===== src/hw/rtl/srbm_pkg.sv =====
package srbm_pkg;

  // Storage geometry and field widths
  localparam int MAX_FRAMES  = 1024;
  localparam int SAMPLE_BITS = 16;
  localparam int ADDR_W      = $clog2(MAX_FRAMES);
  localparam int CNT_W       = $clog2(MAX_FRAMES + 1);
  localparam int ACC_W       = 24;
  localparam int GAIN_W      = 16;
  localparam int FRAME_W     = 2 * SAMPLE_BITS;
  localparam int PROD_W      = SAMPLE_BITS + GAIN_W + 1;
  localparam int MIX_SHIFT   = SAMPLE_BITS - 2;

  // Stream payload layout
  localparam int IN_DATA_W  = 2 * SAMPLE_BITS + 2 * ACC_W + GAIN_W;
  localparam int OUT_DATA_W = ((2 * ACC_W + CNT_W + 7) / 8) * 8;
  localparam int REQ_W      = 2;
  localparam int FLAG_W     = 2;

  // Request codes
  localparam logic [REQ_W-1:0] REQ_WRITE = 2'd0;
  localparam logic [REQ_W-1:0] REQ_READ  = 2'd1;
  localparam logic [REQ_W-1:0] REQ_CLEAR = 2'd2;

  // Controller to datapath
  typedef struct packed {
    logic accept;
    logic exec;
    logic mult;
    logic sum;
    logic load;
  } cmd_t;

  // Datapath to controller
  typedef struct packed {
    logic pop;
    logic out_free;
  } status_t;

endpackage


===== src/hw/rtl/srbm_ctrl.sv =====
module srbm_ctrl (
  input  logic            clk,
  input  logic            rst,
  input  logic            in_valid,
  output logic            in_ready,
  input  srbm_pkg::status_t sts,
  output srbm_pkg::cmd_t  cmd
);
  import srbm_pkg::*;

  typedef enum logic [4:0] {
    ST_IDLE = 5'b00001,
    ST_EXEC = 5'b00010,
    ST_MULT = 5'b00100,
    ST_SUM  = 5'b01000,
    ST_DONE = 5'b10000
  } state_t;

  state_t state, state_next;

  // state register
  always_ff @(posedge clk) begin
    if (rst) begin
      state <= ST_IDLE;
    end else begin
      state <= state_next;
    end
  end

  // next state and commands
  always_comb begin
    state_next = state;
    cmd        = '0;
    in_ready   = 1'b0;
    unique case (state)
      ST_IDLE: begin
        // no beat is taken while in reset
        in_ready   = !rst;
        cmd.accept = in_valid && !rst;
        if (in_valid) state_next = ST_EXEC;
      end
      ST_EXEC: begin
        cmd.exec   = 1'b1;
        state_next = sts.pop ? ST_MULT : ST_DONE;
      end
      ST_MULT: begin
        cmd.mult   = 1'b1;
        state_next = ST_SUM;
      end
      ST_SUM: begin
        cmd.sum    = 1'b1;
        state_next = ST_DONE;
      end
      ST_DONE: begin
        cmd.load = sts.out_free;
        if (sts.out_free) state_next = ST_IDLE;
      end
      default: begin
        state_next = ST_IDLE;
      end
    endcase
  end

endmodule


===== config.mk =====
export PLATFORM = sky130hd
export DESIGN_NAME = srbm_ctrl
export DESIGN_NICKNAME = d
export VERILOG_FILES = /design/src/hw/rtl/srbm_pkg.sv /design/src/hw/rtl/srbm_ctrl.sv
export SDC_FILE = /design/constraint.sdc
export NUM_CORES = 1
export LEC_CHECK = 0
export BUFFER_PORTS_ARGS = -buffer_cell sky130_fd_sc_hd__buf_4
export CORE_AREA = 2 2 39 41
export CTS_CLUSTER_DIAMETER = 50
export DETAILED_ROUTE_END_ITERATION = 8
export DIE_AREA = 0 0 41 43
export PLACE_DENSITY_LB_ADDON = 0.15
export SLEW_MARGIN = 10
export SYNTH_ARGS = -nofsm -noshare
export SYNTH_HDL_FRONTEND = slang
export SYNTH_SLANG_ARGS = --single-unit

===== constraint.sdc =====
create_clock -name clk -period 2.89 [get_ports clk]
set_input_delay 0.578 -clock clk [delete_from_list [all_inputs] [get_ports clk]]
set_output_delay 0.578 -clock clk [all_outputs]
set_load 0.01 [all_outputs]

==> Word level (Yosys, flattened, before mapping) <==
Index checks and enable logic that the tools add are counted.
{ "op_classes": {"eq_ne": 7, "n_mux": 10, "reduce_logical": 3} }
{ "op_table": {"columns": ["cell", "n"], "rows": [
  ["5-bit case mux with 5 select lines", 1],
  ["5-bit 2-to-1 mux", 3],
  ["1-bit 2-to-1 mux", 6],
  ["5-bit by 1-bit equality test with 1-bit output (second input constant)", 1],
  ["5-bit by 2-bit equality test with 1-bit output (second input constant)", 1],
  ["5-bit by 3-bit equality test with 1-bit output (second input constant)", 1],
  ["5-bit by 4-bit equality test with 1-bit output (second input constant)", 1],
  ["5-bit equality test (second input constant)", 1],
  ["2-bit inequality test (second input constant)", 2],
  ["2-bit AND reduction", 1],
  ["1-bit logical AND", 1],
  ["1-bit logical NOT", 1]
]} }
{ "word_totals": {"regBits": 5, "output_inout_bits": 6} }

==> Logic depth before layout (Yosys ltp) <==
{ "depth": {"depth_word": 3, "ltp_mapped": 3} }

==> Worst setup path after synthesis <==
No wires, ideal clock.
{ "synth_timing": {"kind": "reg2out", "start": "register state[2]", "end": "output cmd[4] (netlist name)", "arrival_ns": 1.052, "required_time_ns": 2.312, "setup_slack_ns": 1.260, "stages_incl_launch_ff": 4, "path_cell_list": "dfxtp_1 nor3_2 nand3b_1 nor3b_1"} }
{ "synth_lines": {"columns": ["element", "line_no", "source"], "rows": [
  ["start: declaration", "srbm_ctrl.sv:19", "state_t state, state_next;"],
  ["start signal: assignment", "srbm_ctrl.sv:26", "state <= state_next;"],
  ["end: declaration", "srbm_ctrl.sv:7", "output srbm_pkg::cmd_t cmd"]
]} }

==> run summary <==
Post-Syn Instances -> 33
Seq/Total Area, Yosys -> 34.04%
total core area -> 1384 um2
min-delay worst type -> input port to flop
tightest hold margin -> 532.4 ps
critical path class -> flop to output port
min cycle time layout -> 1998 ps
r2r setup slk -> 1690 ps
Sink Count -> 5
Rel. slew slack -> 78.85%
post-route cell area -> 415.4 um2
Antenna Nets Post-Route -> 0
register with the most flip-flops -> state
Overall Power -> 191.5 uW
Clk Latency, worst-skew pair -> 240 ps
number of remaining DRC errors -> 0
Netlist cell types -> 17
leakage power -> 0.0001765 uW
slew of the pin with the lowest slew margin -> 315.6 ps
CTS Hold Bufs -> 0
met2 GRT Util -> 15.63%
post-placement cell count -> 59
drt pass-1 iters -> 2
post-route non-filler standard cell count -> 63
layer with the highest usage -> met2
Total Nets Final -> 53
Pwr Density -> 461.1 nW/um2
Pins Over Slew Limit -> 0
layout cells sized above 1 -> 34.04%
via count -> 297
max FFs per register -> 5
vias in the first global route -> 312
total wire length -> 711 um
post_cts resized -> 0
Synth area leader -> dfxtp_1
GPL Wtd Cong -> 0.7835
starting density of the core -> 21.25%
synth cell count leaders -> nor3b_1 (7), dfxtp_1 (5), nand3b_1 (4), nor2_1 (3), inv_1 (2)
# setup viols final -> 0
Mapped Area -> 294.0 um2
final worst-path cycle share -> 69.13%
Worst EP required -> 2310 ps
Peak VDD IR -> 0.2794 mV
mean cell area of the mapped netlist -> 8.910 um2
top cells by area, synth -> dfxtp_1 (34%), nor3b_1 (18%), nand3b_1 (10%), nor4b_2 (5.1%), nor2_1 (3.8%)
area growth from synthesis to layout -> 41.28%
Die Y -> 43 um
warning count from the yosys run -> 0
initial antenna violation count -> 0
Fin Setup TNS -> 0 ps
global-route wire length before repair -> 1214 um
asr flop ratio synth -> 0%
clock buffer depth -> 2
Clock Pin Slew Worst Setup and Hold Paths -> 50 ps
Mapped Nets -> 38
Setup Buffers After CTS -> 0
grt ovf -> 0
I/O Buffers -> 10
Avg WL per Cell -> 11.29 um
Synth Register Bits -> 5
DRT iter0 DRCs -> 1
RSZ-0062 raised after global routing -> no
Worst Clk Skew -> 0.5804 ps
EDFF count, synth -> 0
largest net degree at the start of global routing -> 9
Synth top area share -> 34.04%
Crit path arrival time -> 1420 ps
GRT Total Usage -> 10.15%
half-perimeter wire length after placement -> 552.4 um
CP Launch Type -> flop
CP max FO -> 5
Max-cap violations -> 0
Placed Area -> 389.1 um2
CTS H-Tree Depth -> 1
grt met3 use -> 1.571%
Boundary Pins -> 11
Max Freq -> 500.6 MHz
global routing usage on met1 -> 11.61%
diodes inserted -> 0
Largest regs -> state (5)
top-count cell post-synth -> nor3b_1
std cell rows -> 14
die area -> 1763 um2
Via density -> 4.714
CP endpoint kind -> output port
width of the die -> 41 um
outcome -> finished clean
CTS root buf -> clkbuf_4
CTS tree -> yes
Main synth FF type -> dfxtp_1
final hold violations -> 0
CTS Buf Count -> 3
critical path, stage by stage, from the launching register on:
cell and delay, ps:
dfxtp_1 330, nor3_2 320, nand3b_1 180, nor3b_1 200, buf_4 150
metrics by stage:
stage	utilization [%]	setup slack [ps]
4_1_cts	30.02	865.9
2_1_floorplan	-	1260
6_report	30.02	892.3
3_5_place_dp	28.12	1146
3_3_place_gp	28.12	1177
5_1_grt	30.02	755.5
cell families after synthesis:
group | share of synthesized area, %
AO/OA/AOI/OAI | 10.22
buffers and inverters | 2.554
AND/OR/NAND/NOR | 53.19
flip-flops | 34.04
where the power goes:
part | internal, uW | switching [uW] | leakage [uW] | total, uW
logic | 17.9 | 13.3 | 0.000121 | 31.3
registers | 72.3 | 6.30 | 0.0000408 | 78.6
clock network | 52.3 | 29.4 | 0.0000150 | 81.7
path summary, 6_finish.rpt:
kind / end / startpoint / depth (start not counted)
hold / removal: state[1] / rst / 2
setup reg to reg: state[0] / state[0] / 3
setup / recovery: cmd[4] / state[2] / 4
hold reg to reg: state[3] / state[2] / 2
area by class of cell:
cell class | instances | area (um2)
Fill cell | 160 | 968.4
Multi-Input combinational cell | 26 | 186.4
Sequential cell | 5 | 100.1
Timing Repair Buffer | 10 | 75.07
Clock buffer | 4 | 26.28
Tap cell | 16 | 20.02
Inverter | 2 | 7.507
layout by cell type, fill, tap and decap left out:
| cell type | n |
|---|---|
| buf_4 | 10 |
| nor3b_1 | 7 |
| dfxtp_1 | 5 |
| nand3b_1 | 4 |
| nor2_1 | 3 |
| clkbuf_4 | 3 |
| inv_1 | 2 |
| nor3_1 | 1 |
| nor3_2 | 1 |
| and2b_2 | 1 |
| and2_1 | 1 |
| and4_1 | 1 |
| nor4b_2 | 1 |
| nand2_1 | 1 |
| a21o_1 | 1 |
| a31oi_1 | 1 |
| o31ai_1 | 1 |
| a31o_1 | 1 |
| nand3_1 | 1 |
| clkbuf_1 | 1 |
routing by layer:
metal / vias to the layer above / part of all wire (%)
met5: - / 0
met4: 0 / 0
met3: 0 / 6.9
met2: 9 / 49
met1: 137 / 44
li1: 151 / -
No activity file was read; power rests on OpenSTA's default activity.
